**config.mk**
```make
export PLATFORM = sky130hd
export DESIGN_NAME = line_segment_clipper_flat
export DESIGN_NICKNAME = d
export VERILOG_FILES = /design/src/design/lsc_pkg.sv /design/src/design/lsc_if.sv /design/src/design/line_segment_clipper.sv /design/src/design/lsc_interp.sv /design/src/flat_wrapper.sv
export SDC_FILE = /design/constraint.sdc
export NUM_CORES = 2
export LEC_CHECK = 0
export BUFFER_PORTS_ARGS = -buffer_cell sky130_fd_sc_hd__buf_2
export CORE_ASPECT_RATIO = 0.5
export CORE_MARGIN = 2
export CORE_UTILIZATION = 55
export DETAILED_ROUTE_END_ITERATION = 10
export PLACE_DENSITY_LB_ADDON = 0.1
export SETUP_SLACK_MARGIN = 0.15
export SKIP_LAST_GASP = 1
export SLEW_MARGIN = 20
export SYNTH_ARGS = -nofsm -noshare
export SYNTH_HDL_FRONTEND = slang
export SYNTH_SLANG_ARGS = --single-unit
```
**constraint.sdc**
```tcl
create_clock -name clk -period 24.9 [get_ports clk]
set_input_delay 2.49 -clock clk [delete_from_list [all_inputs] [get_ports clk]]
set_output_delay 2.49 -clock clk [all_outputs]
set_load 0.03 [all_outputs]
```
**src/design/lsc_pkg.sv**
```systemverilog
// ----------------------------------------------------------------------------
// lsc_pkg: shared definitions for the line segment clipper
// Widths, register indexes, outcode bits, state types and the request and
// response structs that pass between the sequencer and the interpolation unit.
// ----------------------------------------------------------------------------
package lsc_pkg;

  // Coordinate width of the endpoint fields.
  localparam int COORD_BITS = 16;
  // Width of the view size registers.
  localparam int CFG_BITS = 16;
  // Width of the configuration register index.
  localparam int CFG_ADDR_BITS = 8;

  // Working coordinate width: holds a coordinate or a clip limit with margin.
  localparam int WORK_BITS = ((COORD_BITS > CFG_BITS) ? COORD_BITS : CFG_BITS) + 2;
  // Width of a coordinate difference.
  localparam int DIFF_BITS = WORK_BITS + 1;
  // Width of the product of two differences.
  localparam int PROD_BITS = 2 * DIFF_BITS;
  // Divider iteration counter, able to hold PROD_BITS.
  localparam int CNT_BITS = $clog2(PROD_BITS + 1);

  // Upper bound on clip steps for one segment.
  localparam int MAX_CLIPS = 8;
  localparam int STEP_BITS = $clog2(MAX_CLIPS + 1);

  // Register indexes on the configuration port.
  localparam logic [CFG_ADDR_BITS-1:0] REG_VIEW_WIDTH  = CFG_ADDR_BITS'(0);
  localparam logic [CFG_ADDR_BITS-1:0] REG_VIEW_HEIGHT = CFG_ADDR_BITS'(1);
  localparam logic [CFG_BITS-1:0]      VIEW_RESET      = CFG_BITS'(1024);

  // Outcode bits.
  localparam logic [3:0] CODE_XMIN = 4'd1;
  localparam logic [3:0] CODE_YMIN = 4'd2;
  localparam logic [3:0] CODE_XMAX = 4'd4;
  localparam logic [3:0] CODE_YMAX = 4'd8;

  typedef enum logic [1:0] {
    EDGE_XMIN,
    EDGE_XMAX,
    EDGE_YMIN,
    EDGE_YMAX
  } clip_edge_t;

  typedef enum logic [1:0] {
    ST_IDLE,
    ST_CHECK,
    ST_WAIT,
    ST_DONE
  } seq_state_t;

  typedef enum logic [2:0] {
    U_IDLE,
    U_MUL,
    U_PREP,
    U_DIV,
    U_FIN
  } unit_state_t;

  // Request to the interpolation unit: base + slope * span / run.
  typedef struct packed {
    logic                 start;
    logic [WORK_BITS-1:0] base;
    logic [DIFF_BITS-1:0] slope;
    logic [DIFF_BITS-1:0] span;
    logic [DIFF_BITS-1:0] run;
  } interp_req_t;

  typedef struct packed {
    logic                 done;
    logic [WORK_BITS-1:0] value;
  } interp_resp_t;

endpackage

```
**src/design/lsc_if.sv**
```systemverilog
// ----------------------------------------------------------------------------
// lsc_if: channel interfaces of the line segment clipper
// Segment input, clip result and configuration write channels, each with a
// valid/ready handshake and source and sink modports.
// ----------------------------------------------------------------------------
interface lsc_in_if;
  logic                            valid;
  logic                            ready;
  logic [lsc_pkg::COORD_BITS-1:0]  start_x;
  logic [lsc_pkg::COORD_BITS-1:0]  start_y;
  logic [lsc_pkg::COORD_BITS-1:0]  end_x;
  logic [lsc_pkg::COORD_BITS-1:0]  end_y;

  modport source (output valid, start_x, start_y, end_x, end_y, input ready);
  modport sink   (input valid, start_x, start_y, end_x, end_y, output ready);
endinterface

interface lsc_out_if;
  logic                            valid;
  logic                            ready;
  logic [lsc_pkg::COORD_BITS-1:0]  clip_start_x;
  logic [lsc_pkg::COORD_BITS-1:0]  clip_start_y;
  logic [lsc_pkg::COORD_BITS-1:0]  clip_end_x;
  logic [lsc_pkg::COORD_BITS-1:0]  clip_end_y;
  logic                            invisible;

  modport source (output valid, clip_start_x, clip_start_y, clip_end_x, clip_end_y,
                  invisible, input ready);
  modport sink   (input valid, clip_start_x, clip_start_y, clip_end_x, clip_end_y,
                  invisible, output ready);
endinterface

interface lsc_cfg_if;
  logic                              valid;
  logic                              ready;
  logic [lsc_pkg::CFG_ADDR_BITS-1:0] addr;
  logic [lsc_pkg::CFG_BITS-1:0]      data;

  modport source (output valid, addr, data, input ready);
  modport sink   (input valid, addr, data, output ready);
endinterface

```
**src/design/line_segment_clipper.sv**
```systemverilog
// ----------------------------------------------------------------------------
// line_segment_clipper: Cohen-Sutherland line clipper
// Clips a signed integer segment to the rectangle (0,0)..(width-1,height-1),
// moving an outside endpoint onto one violated edge at a time.
// ----------------------------------------------------------------------------
//
//  Channel  Direction  Beat contents
//  -------  ---------  ---------------------------------------------------------
//  in_ch    sink       start_x, start_y, end_x, end_y (signed endpoints)
//  out_ch   source     clip_start_x/y, clip_end_x/y, invisible
//  cfg_ch   sink       addr (0 = view width, 1 = view height), data
//
//  A new input beat is accepted only when the sequencer is idle, once the
//  previous segment has been clipped and its result loaded. Each edge clip
//  costs one outcode check plus one pass through the shared interpolation
//  unit: a multiply step, a setup step, a radix-2 divide and a finishing
//  step. Reset is synchronous and active low; both view registers return
//  to 1024. A finished result waits in the output register while the next
//  input beat is taken; the sequencer stalls only if it finishes again
//  before that result has been taken.
//  The configuration port is always ready and ignores unknown indexes.
//
module line_segment_clipper (
  input  logic            clk,
  input  logic            rst_n,
  lsc_in_if.sink          in_ch,
  lsc_out_if.source       out_ch,
  lsc_cfg_if.sink         cfg_ch
);

  localparam int CB = lsc_pkg::COORD_BITS;
  localparam int WB = lsc_pkg::WORK_BITS;
  localparam int DB = lsc_pkg::DIFF_BITS;
  localparam int SB = lsc_pkg::STEP_BITS;

  // Outcode of a point against the current rectangle. The x and y bits are
  // each "below zero" first, then "above limit".
  function automatic logic [3:0] outcode(input logic signed [WB-1:0] px,
                                         input logic signed [WB-1:0] py,
                                         input logic signed [WB-1:0] lim_x,
                                         input logic signed [WB-1:0] lim_y);
    logic [3:0] c;
    c = 4'd0;
    if (px < 0) begin
      c = lsc_pkg::CODE_XMIN;
    end else if (px > lim_x) begin
      c = lsc_pkg::CODE_XMAX;
    end
    if (py < 0) begin
      c = c | lsc_pkg::CODE_YMIN;
    end else if (py > lim_y) begin
      c = c | lsc_pkg::CODE_YMAX;
    end
    return c;
  endfunction

  // Control state.
  lsc_pkg::seq_state_t   state_r, state_nxt;
  logic [SB-1:0]         steps_r, steps_nxt;
  logic                  pick_end_r, pick_end_nxt;
  lsc_pkg::clip_edge_t   edge_r, edge_nxt;
  logic                  hide_r, hide_nxt;
  logic [lsc_pkg::CFG_BITS-1:0] width_r, width_nxt;
  logic [lsc_pkg::CFG_BITS-1:0] height_r, height_nxt;
  logic                  out_valid_r, out_valid_nxt;

  // Working endpoints and the original input beat.
  logic [WB-1:0] x1_r, x1_nxt, y1_r, y1_nxt;
  logic [WB-1:0] x2_r, x2_nxt, y2_r, y2_nxt;
  logic [CB-1:0] ox1_r, ox1_nxt, oy1_r, oy1_nxt;
  logic [CB-1:0] ox2_r, ox2_nxt, oy2_r, oy2_nxt;

  // Output register.
  logic [CB-1:0] res_x1_r, res_x1_nxt, res_y1_r, res_y1_nxt;
  logic [CB-1:0] res_x2_r, res_x2_nxt, res_y2_r, res_y2_nxt;
  logic          res_inv_r, res_inv_nxt;

  logic signed [WB-1:0] xmax, ymax;
  logic signed [WB-1:0] x1_s, y1_s, x2_s, y2_s;
  logic [3:0]           code1, code2, code_sel;
  logic signed [DB-1:0] dx, dy;
  logic [WB-1:0]        new_x, new_y;
  lsc_pkg::clip_edge_t  edge_sel;
  logic                 out_load;

  lsc_pkg::interp_req_t  ireq;
  lsc_pkg::interp_resp_t iresp;

  lsc_interp u_interp (
    .clk   (clk),
    .rst_n (rst_n),
    .req   (ireq),
    .resp  (iresp)
  );

  // Limits are width-1 and height-1; a zero size gives -1 and an empty view.
  assign xmax = $signed(WB'(width_r) - WB'(1));
  assign ymax = $signed(WB'(height_r) - WB'(1));

  assign x1_s = $signed(x1_r);
  assign y1_s = $signed(y1_r);
  assign x2_s = $signed(x2_r);
  assign y2_s = $signed(y2_r);

  assign code1    = outcode(x1_s, y1_s, xmax, ymax);
  assign code2    = outcode(x2_s, y2_s, xmax, ymax);
  assign code_sel = (code1 != 4'd0) ? code1 : code2;

  assign dx = DB'(x2_s) - DB'(x1_s);
  assign dy = DB'(y2_s) - DB'(y1_s);

  // The first violated edge in the order xmin, xmax, ymin, ymax.
  always_comb begin
    priority if ((code_sel & lsc_pkg::CODE_XMIN) != 4'd0) begin
      edge_sel = lsc_pkg::EDGE_XMIN;
    end else if ((code_sel & lsc_pkg::CODE_XMAX) != 4'd0) begin
      edge_sel = lsc_pkg::EDGE_XMAX;
    end else if ((code_sel & lsc_pkg::CODE_YMIN) != 4'd0) begin
      edge_sel = lsc_pkg::EDGE_YMIN;
    end else begin
      edge_sel = lsc_pkg::EDGE_YMAX;
    end
  end

  // Interpolation operands. The base is always the first endpoint and the
  // slope and run are always second minus first, whichever endpoint moves.
  always_comb begin
    ireq.start = 1'b0;
    unique case (edge_sel)
      lsc_pkg::EDGE_XMIN: begin
        ireq.base  = y1_r;
        ireq.slope = dy;
        ireq.span  = DB'(0) - DB'(x1_s);
        ireq.run   = dx;
      end
      lsc_pkg::EDGE_XMAX: begin
        ireq.base  = y1_r;
        ireq.slope = dy;
        ireq.span  = DB'(xmax) - DB'(x1_s);
        ireq.run   = dx;
      end
      lsc_pkg::EDGE_YMIN: begin
        ireq.base  = x1_r;
        ireq.slope = dx;
        ireq.span  = DB'(0) - DB'(y1_s);
        ireq.run   = dy;
      end
      lsc_pkg::EDGE_YMAX: begin
        ireq.base  = x1_r;
        ireq.slope = dx;
        ireq.span  = DB'(ymax) - DB'(y1_s);
        ireq.run   = dy;
      end
    endcase
    if (state_r == lsc_pkg::ST_CHECK && (code1 | code2) != 4'd0 &&
        (code1 & code2) == 4'd0 && steps_r < SB'(lsc_pkg::MAX_CLIPS)) begin
      ireq.start = 1'b1;
    end
  end

  // The new point sits on the chosen edge; the other coordinate comes from
  // the interpolation unit.
  always_comb begin
    unique case (edge_r)
      lsc_pkg::EDGE_XMIN: begin
        new_x = WB'(0);
        new_y = iresp.value;
      end
      lsc_pkg::EDGE_XMAX: begin
        new_x = xmax;
        new_y = iresp.value;
      end
      lsc_pkg::EDGE_YMIN: begin
        new_x = iresp.value;
        new_y = WB'(0);
      end
      lsc_pkg::EDGE_YMAX: begin
        new_x = iresp.value;
        new_y = ymax;
      end
    endcase
  end

  assign in_ch.ready  = (state_r == lsc_pkg::ST_IDLE);
  assign cfg_ch.ready = 1'b1;

  assign out_ch.valid        = out_valid_r;
  assign out_ch.clip_start_x = res_x1_r;
  assign out_ch.clip_start_y = res_y1_r;
  assign out_ch.clip_end_x   = res_x2_r;
  assign out_ch.clip_end_y   = res_y2_r;
  assign out_ch.invisible    = res_inv_r;

  // The result register loads when the sequencer is done and the register is
  // empty or being emptied in this cycle.
  assign out_load = (state_r == lsc_pkg::ST_DONE) && (!out_valid_r || out_ch.ready);

  always_ff @(posedge clk) begin
    if (!rst_n) begin
      state_r     <= lsc_pkg::ST_IDLE;
      steps_r     <= '0;
      pick_end_r  <= 1'b0;
      edge_r      <= lsc_pkg::EDGE_XMIN;
      hide_r      <= 1'b0;
      width_r     <= lsc_pkg::VIEW_RESET;
      height_r    <= lsc_pkg::VIEW_RESET;
      out_valid_r <= 1'b0;
    end else begin
      state_r     <= state_nxt;
      steps_r     <= steps_nxt;
      pick_end_r  <= pick_end_nxt;
      edge_r      <= edge_nxt;
      hide_r      <= hide_nxt;
      width_r     <= width_nxt;
      height_r    <= height_nxt;
      out_valid_r <= out_valid_nxt;
    end
  end

  always_ff @(posedge clk) begin
    x1_r      <= x1_nxt;
    y1_r      <= y1_nxt;
    x2_r      <= x2_nxt;
    y2_r      <= y2_nxt;
    ox1_r     <= ox1_nxt;
    oy1_r     <= oy1_nxt;
    ox2_r     <= ox2_nxt;
    oy2_r     <= oy2_nxt;
    res_x1_r  <= res_x1_nxt;
    res_y1_r  <= res_y1_nxt;
    res_x2_r  <= res_x2_nxt;
    res_y2_r  <= res_y2_nxt;
    res_inv_r <= res_inv_nxt;
  end

  // Sequencer: take a beat, then alternate outcode checks and clip steps on
  // the shared unit until the segment is accepted or rejected.
  always_comb begin
    state_nxt    = state_r;
    steps_nxt    = steps_r;
    pick_end_nxt = pick_end_r;
    edge_nxt     = edge_r;
    hide_nxt     = hide_r;
    width_nxt    = width_r;
    height_nxt   = height_r;
    x1_nxt       = x1_r;
    y1_nxt       = y1_r;
    x2_nxt       = x2_r;
    y2_nxt       = y2_r;
    ox1_nxt      = ox1_r;
    oy1_nxt      = oy1_r;
    ox2_nxt      = ox2_r;
    oy2_nxt      = oy2_r;
    res_x1_nxt   = res_x1_r;
    res_y1_nxt   = res_y1_r;
    res_x2_nxt   = res_x2_r;
    res_y2_nxt   = res_y2_r;
    res_inv_nxt  = res_inv_r;

    if (cfg_ch.valid) begin
      if (cfg_ch.addr == lsc_pkg::REG_VIEW_WIDTH) begin
        width_nxt = cfg_ch.data;
      end
      if (cfg_ch.addr == lsc_pkg::REG_VIEW_HEIGHT) begin
        height_nxt = cfg_ch.data;
      end
    end

    out_valid_nxt = out_valid_r && !out_ch.ready;

    unique case (state_r)
      lsc_pkg::ST_IDLE: begin
        if (in_ch.valid) begin
          x1_nxt    = WB'($signed(in_ch.start_x));
          y1_nxt    = WB'($signed(in_ch.start_y));
          x2_nxt    = WB'($signed(in_ch.end_x));
          y2_nxt    = WB'($signed(in_ch.end_y));
          ox1_nxt   = in_ch.start_x;
          oy1_nxt   = in_ch.start_y;
          ox2_nxt   = in_ch.end_x;
          oy2_nxt   = in_ch.end_y;
          steps_nxt = '0;
          state_nxt = lsc_pkg::ST_CHECK;
        end
      end
      lsc_pkg::ST_CHECK: begin
        priority if ((code1 | code2) == 4'd0) begin
          hide_nxt  = 1'b0;
          state_nxt = lsc_pkg::ST_DONE;
        end else if ((code1 & code2) != 4'd0 ||
                     steps_r >= SB'(lsc_pkg::MAX_CLIPS)) begin
          hide_nxt  = 1'b1;
          state_nxt = lsc_pkg::ST_DONE;
        end else begin
          steps_nxt    = steps_r + SB'(1);
          pick_end_nxt = (code1 == 4'd0);
          edge_nxt     = edge_sel;
          state_nxt    = lsc_pkg::ST_WAIT;
        end
      end
      lsc_pkg::ST_WAIT: begin
        if (iresp.done) begin
          if (pick_end_r) begin
            x2_nxt = new_x;
            y2_nxt = new_y;
          end else begin
            x1_nxt = new_x;
            y1_nxt = new_y;
          end
          state_nxt = lsc_pkg::ST_CHECK;
        end
      end
      lsc_pkg::ST_DONE: begin
        if (out_load) begin
          res_x1_nxt    = hide_r ? ox1_r : x1_r[CB-1:0];
          res_y1_nxt    = hide_r ? oy1_r : y1_r[CB-1:0];
          res_x2_nxt    = hide_r ? ox2_r : x2_r[CB-1:0];
          res_y2_nxt    = hide_r ? oy2_r : y2_r[CB-1:0];
          res_inv_nxt   = hide_r;
          out_valid_nxt = 1'b1;
          state_nxt     = lsc_pkg::ST_IDLE;
        end
      end
    endcase
  end

endmodule

```
**src/design/lsc_interp.sv**
```systemverilog
// ----------------------------------------------------------------------------
// lsc_interp: shared interpolation unit
// Computes base + slope * span / run with the quotient truncated toward zero:
// a multiply step, a sign setup step, then a radix-2 restoring divide
// on magnitudes, one quotient bit per cycle.
// ----------------------------------------------------------------------------
module lsc_interp (
  input  logic                  clk,
  input  logic                  rst_n,
  input  lsc_pkg::interp_req_t  req,
  output lsc_pkg::interp_resp_t resp
);

  localparam int WB = lsc_pkg::WORK_BITS;
  localparam int DB = lsc_pkg::DIFF_BITS;
  localparam int PB = lsc_pkg::PROD_BITS;
  localparam int CB = lsc_pkg::CNT_BITS;

  lsc_pkg::unit_state_t state_r, state_nxt;

  logic [WB-1:0] base_r, base_nxt;
  logic [DB-1:0] slope_r, slope_nxt;
  logic [DB-1:0] span_r, span_nxt;
  logic [DB-1:0] run_r, run_nxt;
  logic [PB-1:0] prod_r, prod_nxt;
  logic [DB-1:0] den_r, den_nxt;
  logic [DB-1:0] rem_r, rem_nxt;
  logic [PB-1:0] quo_r, quo_nxt;
  logic          neg_r, neg_nxt;
  logic          zero_r, zero_nxt;
  logic [CB-1:0] cnt_r, cnt_nxt;

  logic signed [PB-1:0] prod_w;
  logic signed [DB-1:0] slope_s, span_s;
  logic [DB:0]          rem_sh;
  logic [DB:0]          trial;
  logic                 fits;
  logic [WB-1:0]        q_low;
  logic [WB-1:0]        q_signed;

  assign slope_s = $signed(slope_r);
  assign span_s  = $signed(span_r);
  assign prod_w  = slope_s * span_s;

  assign rem_sh   = {rem_r, quo_r[PB-1]};
  assign trial    = rem_sh - {1'b0, den_r};
  assign fits     = ~trial[DB];
  assign q_low    = quo_r[WB-1:0];
  assign q_signed = neg_r ? (WB'(0) - q_low) : q_low;

  always_ff @(posedge clk) begin
    if (!rst_n) begin
      state_r <= lsc_pkg::U_IDLE;
    end else begin
      state_r <= state_nxt;
    end
  end

  always_ff @(posedge clk) begin
    base_r  <= base_nxt;
    slope_r <= slope_nxt;
    span_r  <= span_nxt;
    run_r   <= run_nxt;
    prod_r  <= prod_nxt;
    den_r   <= den_nxt;
    rem_r   <= rem_nxt;
    quo_r   <= quo_nxt;
    neg_r   <= neg_nxt;
    zero_r  <= zero_nxt;
    cnt_r   <= cnt_nxt;
  end

  always_comb begin
    state_nxt  = state_r;
    base_nxt   = base_r;
    slope_nxt  = slope_r;
    span_nxt   = span_r;
    run_nxt    = run_r;
    prod_nxt   = prod_r;
    den_nxt    = den_r;
    rem_nxt    = rem_r;
    quo_nxt    = quo_r;
    neg_nxt    = neg_r;
    zero_nxt   = zero_r;
    cnt_nxt    = cnt_r;
    resp.done  = 1'b0;
    resp.value = base_r;

    unique case (state_r)
      lsc_pkg::U_IDLE: begin
        if (req.start) begin
          base_nxt  = req.base;
          slope_nxt = req.slope;
          span_nxt  = req.span;
          run_nxt   = req.run;
          state_nxt = lsc_pkg::U_MUL;
        end
      end
      lsc_pkg::U_MUL: begin
        prod_nxt  = prod_w;
        state_nxt = lsc_pkg::U_PREP;
      end
      lsc_pkg::U_PREP: begin
        // Divide magnitudes; the sign is applied to the quotient afterward,
        // which gives truncation toward zero.
        quo_nxt   = prod_r[PB-1] ? (PB'(0) - prod_r) : prod_r;
        den_nxt   = run_r[DB-1] ? (DB'(0) - run_r) : run_r;
        neg_nxt   = prod_r[PB-1] ^ run_r[DB-1];
        zero_nxt  = (run_r == DB'(0));
        rem_nxt   = DB'(0);
        cnt_nxt   = CB'(PB);
        state_nxt = lsc_pkg::U_DIV;
      end
      lsc_pkg::U_DIV: begin
        rem_nxt = fits ? trial[DB-1:0] : rem_sh[DB-1:0];
        quo_nxt = {quo_r[PB-2:0], fits};
        cnt_nxt = cnt_r - CB'(1);
        if (cnt_r == CB'(1)) begin
          state_nxt = lsc_pkg::U_FIN;
        end
      end
      lsc_pkg::U_FIN: begin
        // The result lies between the endpoints, so the low bits suffice.
        resp.done  = 1'b1;
        resp.value = zero_r ? base_r : (base_r + q_signed);
        state_nxt  = lsc_pkg::U_IDLE;
      end
    endcase
  end

endmodule
```
**src/flat_wrapper.sv**
```systemverilog
// flat-port wrapper written by rule: the top's interface ports become plain ports
module line_segment_clipper_flat 
  (clk, rst_n, in_ch_valid, in_ch_start_x, in_ch_start_y, in_ch_end_x, in_ch_end_y, in_ch_ready, out_ch_valid, out_ch_clip_start_x, out_ch_clip_start_y, out_ch_clip_end_x, out_ch_clip_end_y, out_ch_invisible, out_ch_ready, cfg_ch_valid, cfg_ch_addr, cfg_ch_data, cfg_ch_ready);
  lsc_in_if in_ch_i ();
  lsc_out_if out_ch_i ();
  lsc_cfg_if cfg_ch_i ();
  input  logic clk;
  input  logic rst_n;
  input wire logic [$bits(in_ch_i.valid)-1:0] in_ch_valid;
  input wire logic [$bits(in_ch_i.start_x)-1:0] in_ch_start_x;
  input wire logic [$bits(in_ch_i.start_y)-1:0] in_ch_start_y;
  input wire logic [$bits(in_ch_i.end_x)-1:0] in_ch_end_x;
  input wire logic [$bits(in_ch_i.end_y)-1:0] in_ch_end_y;
  output wire logic [$bits(in_ch_i.ready)-1:0] in_ch_ready;
  output wire logic [$bits(out_ch_i.valid)-1:0] out_ch_valid;
  output wire logic [$bits(out_ch_i.clip_start_x)-1:0] out_ch_clip_start_x;
  output wire logic [$bits(out_ch_i.clip_start_y)-1:0] out_ch_clip_start_y;
  output wire logic [$bits(out_ch_i.clip_end_x)-1:0] out_ch_clip_end_x;
  output wire logic [$bits(out_ch_i.clip_end_y)-1:0] out_ch_clip_end_y;
  output wire logic [$bits(out_ch_i.invisible)-1:0] out_ch_invisible;
  input wire logic [$bits(out_ch_i.ready)-1:0] out_ch_ready;
  input wire logic [$bits(cfg_ch_i.valid)-1:0] cfg_ch_valid;
  input wire logic [$bits(cfg_ch_i.addr)-1:0] cfg_ch_addr;
  input wire logic [$bits(cfg_ch_i.data)-1:0] cfg_ch_data;
  output wire logic [$bits(cfg_ch_i.ready)-1:0] cfg_ch_ready;
  assign in_ch_i.valid = in_ch_valid;
  assign in_ch_i.start_x = in_ch_start_x;
  assign in_ch_i.start_y = in_ch_start_y;
  assign in_ch_i.end_x = in_ch_end_x;
  assign in_ch_i.end_y = in_ch_end_y;
  assign in_ch_ready = in_ch_i.ready;
  assign out_ch_valid = out_ch_i.valid;
  assign out_ch_clip_start_x = out_ch_i.clip_start_x;
  assign out_ch_clip_start_y = out_ch_i.clip_start_y;
  assign out_ch_clip_end_x = out_ch_i.clip_end_x;
  assign out_ch_clip_end_y = out_ch_i.clip_end_y;
  assign out_ch_invisible = out_ch_i.invisible;
  assign out_ch_i.ready = out_ch_ready;
  assign cfg_ch_i.valid = cfg_ch_valid;
  assign cfg_ch_i.addr = cfg_ch_addr;
  assign cfg_ch_i.data = cfg_ch_data;
  assign cfg_ch_ready = cfg_ch_i.ready;
  line_segment_clipper u_core (.clk(clk), .rst_n(rst_n), .in_ch(in_ch_i), .out_ch(out_ch_i), .cfg_ch(cfg_ch_i));
endmodule
```
## Word-level counts from Yosys, hierarchy flattened

Index checks and enable logic that the tools add are counted.

- Multiplexer cells: 62
- Magnitude comparators: 10
- Reduce and logical (&&, ||, !) cells: 39
- Eq/ne operators: 24
- $add $sub $neg: 15
- Bitwise gates (word level): 6
- Multiply operators: 1

Operators by type and width:

| cell | number |
|---|---|
| case mux 75 bit (4 select lines) | 1 |
| two-way mux 18 bit | 15 |
| case mux 18 bit (2 select lines) | 4 |
| case mux 18 bit (3 select lines) | 2 |
| case mux 38 bit (2 select lines) | 1 |
| greater-than comparator 18 x 17 -> 1 bit | 4 |
| < comparator 18 x 1 -> 1 bit (second input constant) | 4 |
| two-way mux 16 bit | 4 |
| multiplier 19 x 19 -> 38 bit | 1 |
| two-way mux 19 bit | 2 |
| two-way mux 38 bit | 1 |
| case mux 19 bit (2 select lines) | 1 |
| subtractor 1 x 18 -> 19 bit (first input constant) | 2 |
| subtractor 1 x 38 -> 38 bit (first input constant) | 1 |
| subtractor 17 x 18 -> 19 bit | 2 |
| subtractor 18 x 18 -> 19 bit | 2 |
| subtractor 16 x 1 -> 17 bit (second input constant) | 2 |
| two-way mux 4 bit | 8 |
| subtractor 20 x 19 -> 20 bit | 1 |
| logical NOT 19 bit | 1 |
| subtractor 1 x 19 -> 19 bit (first input constant) | 1 |
| adder 18 bit | 1 |
| two-way mux 3 bit | 6 |
| subtractor 1 x 18 -> 18 bit (first input constant) | 1 |
| 36 further kinds | 89 |

- Logic and storage cells: 191
- Input port bits: 93
- Output and inout port bits: 68
- Flip-flop bits (word level): 444

## Depth between registers and ports, before layout

- Word-level depth: 14
- Depth in mapped cells: 26
- Gate-level depth less buffers: 25

## Cells and area by module

Synthesis repeated with hierarchy kept, for this count alone.

- Cells, all modules: 3986
- Area total of the unflattened synthesis: 39859.5 um2

Modules (own cells, without submodules):

| module | cells each | area each (um2) | times used |
|---|---|---|---|
| lsc_interp | 2306 | 23681.5 | 1 |
| line_segment_clipper | 1680 | 16178.0 | 1 |

## Worst setup path before layout

No wires, ideal clock.

- Path type: reg2reg
- From: register u_core.height_r[0] (netlist bit)
- To: register u_core.u_interp.base_r[0], enable pin
- Cell stages (with the launch flop): 17
- Clock period less this slack: 11632 ps
- Data arrival time: 10935 ps
- Path buffers: 0
- Setup slack: 13268 ps
- Path through: dfxtp_1 -> inv_1 -> ha_1 -> nand2_1 -> or3_1 -> nor4_1 -> nor4bb_1 -> inv_1 -> ha_1 -> nor2b_1 -> o21ai_0 -> or4_1 -> o31ai_1 -> nor4_1 -> nand4_1 -> nand3_1 -> nor4_1

- Longest elaborated chain between the ends: 11
- Elaborated cells on any way between the ends: 16
- Classes of those cells: add/sub: 1; order compare: 2; mux: 5; bitwise: 2; reduce/logical: 6

Ends and longest elaborated chain:

| item | RTL line | text |
|---|---|---|
| start, declared | line_segment_clipper.sv:64 | `logic [lsc_pkg::CFG_BITS-1:0] height_r, height_nxt;` |
| start signal, assigned | line_segment_clipper.sv:206 | `height_r <= lsc_pkg::VIEW_RESET;` |
| start signal, assigned | line_segment_clipper.sv:215 | `height_r <= height_nxt;` |
| subtractor 16 x 1 -> 17 bit * | line_segment_clipper.sv:98 | `assign ymax = $signed(WB'(height_r) - WB'(1));` |
| greater-than comparator 18 x 17 -> 1 bit | line_segment_clipper.sv:51 | `end else if (py > lim_y) begin` |
| two-way mux 4 bit | line_segment_clipper.sv:51 |  |
| two-way mux 4 bit | line_segment_clipper.sv:49 | `if (py < 0) begin` |
| OR 4 bit | line_segment_clipper.sv:155 | `if (state_r == lsc_pkg::ST_CHECK && (code1 \| code2) != 4'd0 &&` |
| nonzero test 4 bit | line_segment_clipper.sv:155 |  |
| logical AND 1 bit | line_segment_clipper.sv:155 |  |
| logical AND 1 bit * | line_segment_clipper.sv:155 |  |
| logical AND 1 bit * | line_segment_clipper.sv:156 | `(code1 & code2) == 4'd0 && steps_r < SB'(lsc_pkg::MAX_CLIPS)) begin` |
| two-way mux 1 bit * | line_segment_clipper.sv:155 |  |
| AND reduction 2 bit (no source line) * | n/a |  |
| end signal, assigned | lsc_interp.sv:60 | `base_r <= base_nxt;` |
| end, declared | lsc_interp.sv:21 | `logic [WB-1:0] base_r, base_nxt;` |

Every way passes the cells marked *; elsewhere a longest branch is shown, timed or not.
A chain may end at the register's enable or synchronous reset.

## Worst setup path in the final report

- From: register u_core.u_interp.slope_r[18]
- To: register u_core.u_interp.prod_r[36], data pin

- Longest elaborated chain between the ends: 1

Ends and longest elaborated chain:

| item | RTL line | text |
|---|---|---|
| start, declared | lsc_interp.sv:22 | `logic [DB-1:0] slope_r, slope_nxt;` |
| start signal, assigned | lsc_interp.sv:61 | `slope_r <= slope_nxt;` |
| multiplier 19 x 19 -> 38 bit | lsc_interp.sv:43 | `assign prod_w = slope_s * span_s;` |
| via u_core.u_interp.prod_w[36] | lsc_interp.sv:33 | `logic signed [PB-1:0] prod_w;` |
| end signal, assigned | lsc_interp.sv:64 | `prod_r <= prod_nxt;` |
| end, declared | lsc_interp.sv:25 | `logic [PB-1:0] prod_r, prod_nxt;` |

The timed path passes the listed nets, and every way through them passes these cells.

==> report_table.html <==
<table>
<tr><th>Metric</th><th>Value</th></tr>
<tr><th colspan="2">Outcome</th></tr>
<tr><td>Outcome</td><td>finished clean</td></tr>
<tr><th colspan="2">Die</th></tr>
<tr><td>Overall die width</td><td>roughly 380 um</td></tr>
<tr><td>Core Footprint</td><td>roughly 71,000 um2</td></tr>
<tr><td>Initial standard-cell utilization of the core</td><td>0.557</td></tr>
<tr><td># IOs</td><td>161</td></tr>
<tr><td>Cell Rows</td><td>69</td></tr>
<tr><td>Full die area</td><td>around 74,000 um2</td></tr>
<tr><td>Die height</td><td>194 um</td></tr>
<tr><th colspan="2">Setup path</th></tr>
<tr><td>Type of destination of the critical path</td><td>register</td></tr>
<tr><td>CP Class</td><td>register to register</td></tr>
<tr><td>Largest fanout on the critical path</td><td>19</td></tr>
<tr><td>Required arrival time at the worst endpoint</td><td>25.23 ns</td></tr>
<tr><td>CP Data Arrival Time</td><td>between 7 and 8 ns</td></tr>
<tr><td>Worst Setup Start Kind</td><td>register</td></tr>
<tr><th colspan="2">Yosys</th></tr>
<tr><td>Synthesized netlist cell count</td><td>just under 4,000</td></tr>
<tr><td>Ranking of synthesized cells by instance count</td><td>509 x sky130_fd_sc_hd__inv_1, 402 x sky130_fd_sc_hd__nand2_1, 398 x sky130_fd_sc_hd__edfxtp_1</td></tr>
<tr><td>Fraction of synthesized area in multiplexers</td><td>0.0312</td></tr>
<tr><td>Synth top area cells</td><td>sky130_fd_sc_hd__edfxtp_1 30%, sky130_fd_sc_hd__fa_1 19%, sky130_fd_sc_hd__ha_1 8.5%, sky130_fd_sc_hd__inv_1 4.8%, sky130_fd_sc_hd__nand2_1 3.8%</td></tr>
<tr><td>Number of distinct library cells after synthesis</td><td>84</td></tr>
<tr><td>Number of flip-flops and latches in the synthesized netlist</td><td>about 440</td></tr>
<tr><td>Count leader, synth</td><td>sky130_fd_sc_hd__inv_1</td></tr>
<tr><td>Post-synthesis compound-gate area fraction</td><td>0.110</td></tr>
<tr><td>Post-synth net total</td><td>between 4,000 and 5,000</td></tr>
<tr><td>Average size of a mapped cell</td><td>between 10 and 15 um2</td></tr>
<tr><td>Synthesized-area fraction occupied by adder cells</td><td>0.274</td></tr>
<tr><td>Sequential element share of the synthesized area</td><td>0.325</td></tr>
<tr><td>Synthesized area</td><td>around 40,000 um2</td></tr>
<tr><td>Dominant combinational cell family by area after synthesis</td><td>adder cells</td></tr>
<tr><td>Area fraction of the dominant cell type after synthesis</td><td>0.302</td></tr>
<tr><td>Most instantiated flip-flop cell in the synthesis netlist</td><td>sky130_fd_sc_hd__edfxtp_1</td></tr>
<tr><td>Post-Synth XOR/XNOR Area</td><td>0.0531</td></tr>
<tr><td>Asr flop ratio synth</td><td>0</td></tr>
<tr><td>Number of warnings issued by yosys</td><td>0</td></tr>
<tr><td>Synth Area in Simple Gates</td><td>0.145</td></tr>
<tr><td>Number of enable-type register cells in the synthesized netlist</td><td>approximately 400</td></tr>
<tr><td>Top cell type by total area after synthesis</td><td>sky130_fd_sc_hd__edfxtp_1</td></tr>
<tr><th colspan="2">Timing</th></tr>
<tr><td>Shortest clock period the worst path allows after layout</td><td>7.45 ns</td></tr>
<tr><td>Setup repair after global routing missed its margin</td><td>false</td></tr>
<tr><td>Final Max Tran Viols</td><td>0</td></tr>
<tr><td>Number of hold-slack violations in the final timing report</td><td>0</td></tr>
<tr><td>Maximum clock frequency</td><td>between 100 and 150 MHz</td></tr>
<tr><td>Final number of setup-violating endpoints</td><td>0</td></tr>
<tr><td>Actual transition at the worst max-transition pin</td><td>1.09 ns</td></tr>
<tr><td>Setup Total Neg Slack</td><td>0 ns</td></tr>
<tr><td>Portion of the clock cycle consumed by the worst path in the final layout</td><td>0.299</td></tr>
<tr><td>Max-slew headroom</td><td>0.262</td></tr>
<tr><td>Final worst clock skew</td><td>0.0393 ns</td></tr>
<tr><th colspan="2">Clock network</th></tr>
<tr><td>Post-CTS Repair Setup Buffers</td><td>0</td></tr>
<tr><td>Clk Tree Root Cell</td><td>sky130_fd_sc_hd__clkbuf_16</td></tr>
<tr><td>Cts bufs inserted</td><td>43</td></tr>
<tr><td>CTS H-Tree Depth</td><td>2</td></tr>
<tr><td>Post-CTS sizing</td><td>0</td></tr>
<tr><td>Clock Pin Slew Worst Setup and Hold Paths</td><td>around 0.07 ns</td></tr>
<tr><td>Buffers from clock root to sink, at most</td><td>3</td></tr>
<tr><td>Clock insertion delay at the later pin of the skew report</td><td>just over 0.6 ns</td></tr>
<tr><td>Post-CTS Hold Fix Bufs</td><td>0</td></tr>
<tr><td>CTS tree</td><td>done</td></tr>
<tr><td>Clk sink count</td><td>444</td></tr>
<tr><th colspan="2">Global route</th></tr>
<tr><td>Pin count of the biggest net entering global routing</td><td>around 100</td></tr>
<tr><td>Via count of the first global-routing pass</td><td>~30,000</td></tr>
<tr><td>Antenna violations before repair</td><td>2</td></tr>
<tr><td>Congestion Overflow GR</td><td>0</td></tr>
<tr><td>Tot GR Track Use</td><td>0.310</td></tr>
<tr><td>Wire length of the first global-routing pass</td><td>approximately 180,000 um</td></tr>
<tr><th colspan="2">Finish</th></tr>
<tr><td>Share of cells above drive strength 1</td><td>0.0895</td></tr>
<tr><td>Layout net count</td><td>~4,800</td></tr>
<tr><td>Area delta synth-&gt;final</td><td>8.23%</td></tr>
<tr><td>Fill cells</td><td>6,119</td></tr>
<tr><td>Number of antenna repair diodes</td><td>0</td></tr>
<tr><th colspan="2">Routing</th></tr>
<tr><td>Via count of the routed design</td><td>around 30,000</td></tr>
<tr><td>Final routed DRC violation total</td><td>0</td></tr>
<tr><td>Via-to-Cell Ratio</td><td>~5.9</td></tr>
<tr><td>Antenna violation net count after detailed routing</td><td>0</td></tr>
<tr><td>Routed wire length per instance</td><td>roughly 23 um</td></tr>
<tr><td>Sum of routed wire length over all layers</td><td>115,000 um</td></tr>
<tr><td>Initial drt markers</td><td>2,402</td></tr>
<tr><td>First drt pass iteration count</td><td>6</td></tr>
<tr><th colspan="2">Placed design</th></tr>
<tr><td>IO Port Bufs</td><td>approximately 160</td></tr>
<tr><td>DP HPWL</td><td>around 90,000 um</td></tr>
<tr><td>Placer congestion estimate</td><td>between 0.9 and 1</td></tr>
<tr><th colspan="2">Hold path</th></tr>
<tr><td>Worst hold path class</td><td>register to register</td></tr>
<tr><th colspan="2">Flow run</th></tr>
<tr><td>Max-cap violations</td><td>0</td></tr>
</table>
-- worst max-delay path, stage by stage, from the launching register on --
cell	delay (ns)
sky130_fd_sc_hd__edfxtp_1	0.79
sky130_fd_sc_hd__nand2_1	0.27
sky130_fd_sc_hd__fa_1	0.67
sky130_fd_sc_hd__inv_1	0.12
sky130_fd_sc_hd__fa_1	0.49
sky130_fd_sc_hd__fa_1	0.84
sky130_fd_sc_hd__inv_1	0.26
sky130_fd_sc_hd__fa_1	0.53
sky130_fd_sc_hd__inv_1	0.05
sky130_fd_sc_hd__fa_1	0.54
sky130_fd_sc_hd__fa_1	0.42
sky130_fd_sc_hd__ha_1	0.29
sky130_fd_sc_hd__ha_1	0.32
sky130_fd_sc_hd__a21o_1	0.22
sky130_fd_sc_hd__or3_1	0.31
sky130_fd_sc_hd__a311o_1	0.30
sky130_fd_sc_hd__a41oi_1	0.47
sky130_fd_sc_hd__or3b_2	0.21
sky130_fd_sc_hd__nand4_1	0.08
-- through the flow --
step | area [um2] | utilization | cells | setup slack, ns | hold WS [ns]
after floorplan | 39600 | - | 3920 | 13.27 | 0.406
after global placement | 41400 | 0.582 | 4936 | 17.69 | 0.472
after detailed placement | 41400 | 0.582 | 4936 | 17.51 | 0.481
after CTS | 42900 | 0.602 | 5016 | 17.50 | 0.498
after global routing | 42900 | 0.602 | 5016 | 16.89 | 0.520
final | 42900 | 0.602 | 5016 | 17.45 | 0.500
-- registers in the layout, summed over array words and instances (netlist names), 18 cells and up --
| name | count |
|---|---|
| u_core.u_interp.prod_r | 38 |
| u_core.u_interp.slope_r | 19 |
| u_core.x2_r | 18 |
| u_core.y1_r | 18 |
| u_core.y2_r | 18 |
| u_core.x1_r | 18 |
| u_core.u_interp.den_r | 19 |
| u_core.u_interp.base_r | 18 |
| u_core.u_interp.rem_r | 19 |
| u_core.u_interp.run_r | 19 |
| u_core.u_interp.quo_r | 38 |
| u_core.u_interp.span_r | 19 |
-- metal layers --
metal	track usage	part of all wire	wire, um	up-vias
met3	0.0613	0.084	9660	197
met4	0.0895	0.031	3610	0
met5	0	0	0	-
met1	0.448	0.44	50800	14700
li1	-	-	-	13500
met2	0.476	0.44	50900	1094
-- cells in the final DEF (no fill, tap or decap), drive strengths merged, types with 58 or more instances in the layout --
cell type and n:
nor2 210, mux2 58, nor2b 75, ha 268
and2 190, nor3 58, xnor2 163, o21a 58
nand2 402, a21oi 136, inv 514, edfxtp 398
buf 186, nand3 67, fa 375, xor2 77
o21ai 207
-- worst paths after layout --
check / start / endpoint / slack (ns) / depth (start not counted)
worst max register to register: u_core.u_interp.slope_r[18] / u_core.u_interp.prod_r[36] / 17.45 / 18
worst min-delay path: u_core.steps_r[2] / u_core.steps_r[2] / 0.50 / 2
worst min register to register: u_core.steps_r[2] / u_core.steps_r[2] / 0.50 / 2
worst max-delay path: u_core.u_interp.slope_r[18] / u_core.u_interp.prod_r[36] / 17.45 / 18
-- layout make-up --
cell class                 count  area (um2)  share of cell area
inverter                     510        1910              0.0447
clock inverter                23         308             0.00718
timing repair buffer         186         998              0.0233
sequential                   444       12900               0.300
tap                          958        1200              0.0280
multi-input combinational   2838       24400               0.569
clock buffer                  57        1160              0.0270
-- cell families after synthesis --
logic type               after synthesis
AND/OR/NAND/NOR                     1169
buffers and inverters                638
AO/OA/AOI/OAI                        670
other                                  1
flip-flops                           444
adder cells (fa/ha/maj)              643
XOR/XNOR                             240
multiplexers                         115
Power is left out: the tool's default activity adds up to more than one toggle a clock period on the data nets, which glitch-free logic cannot reach.
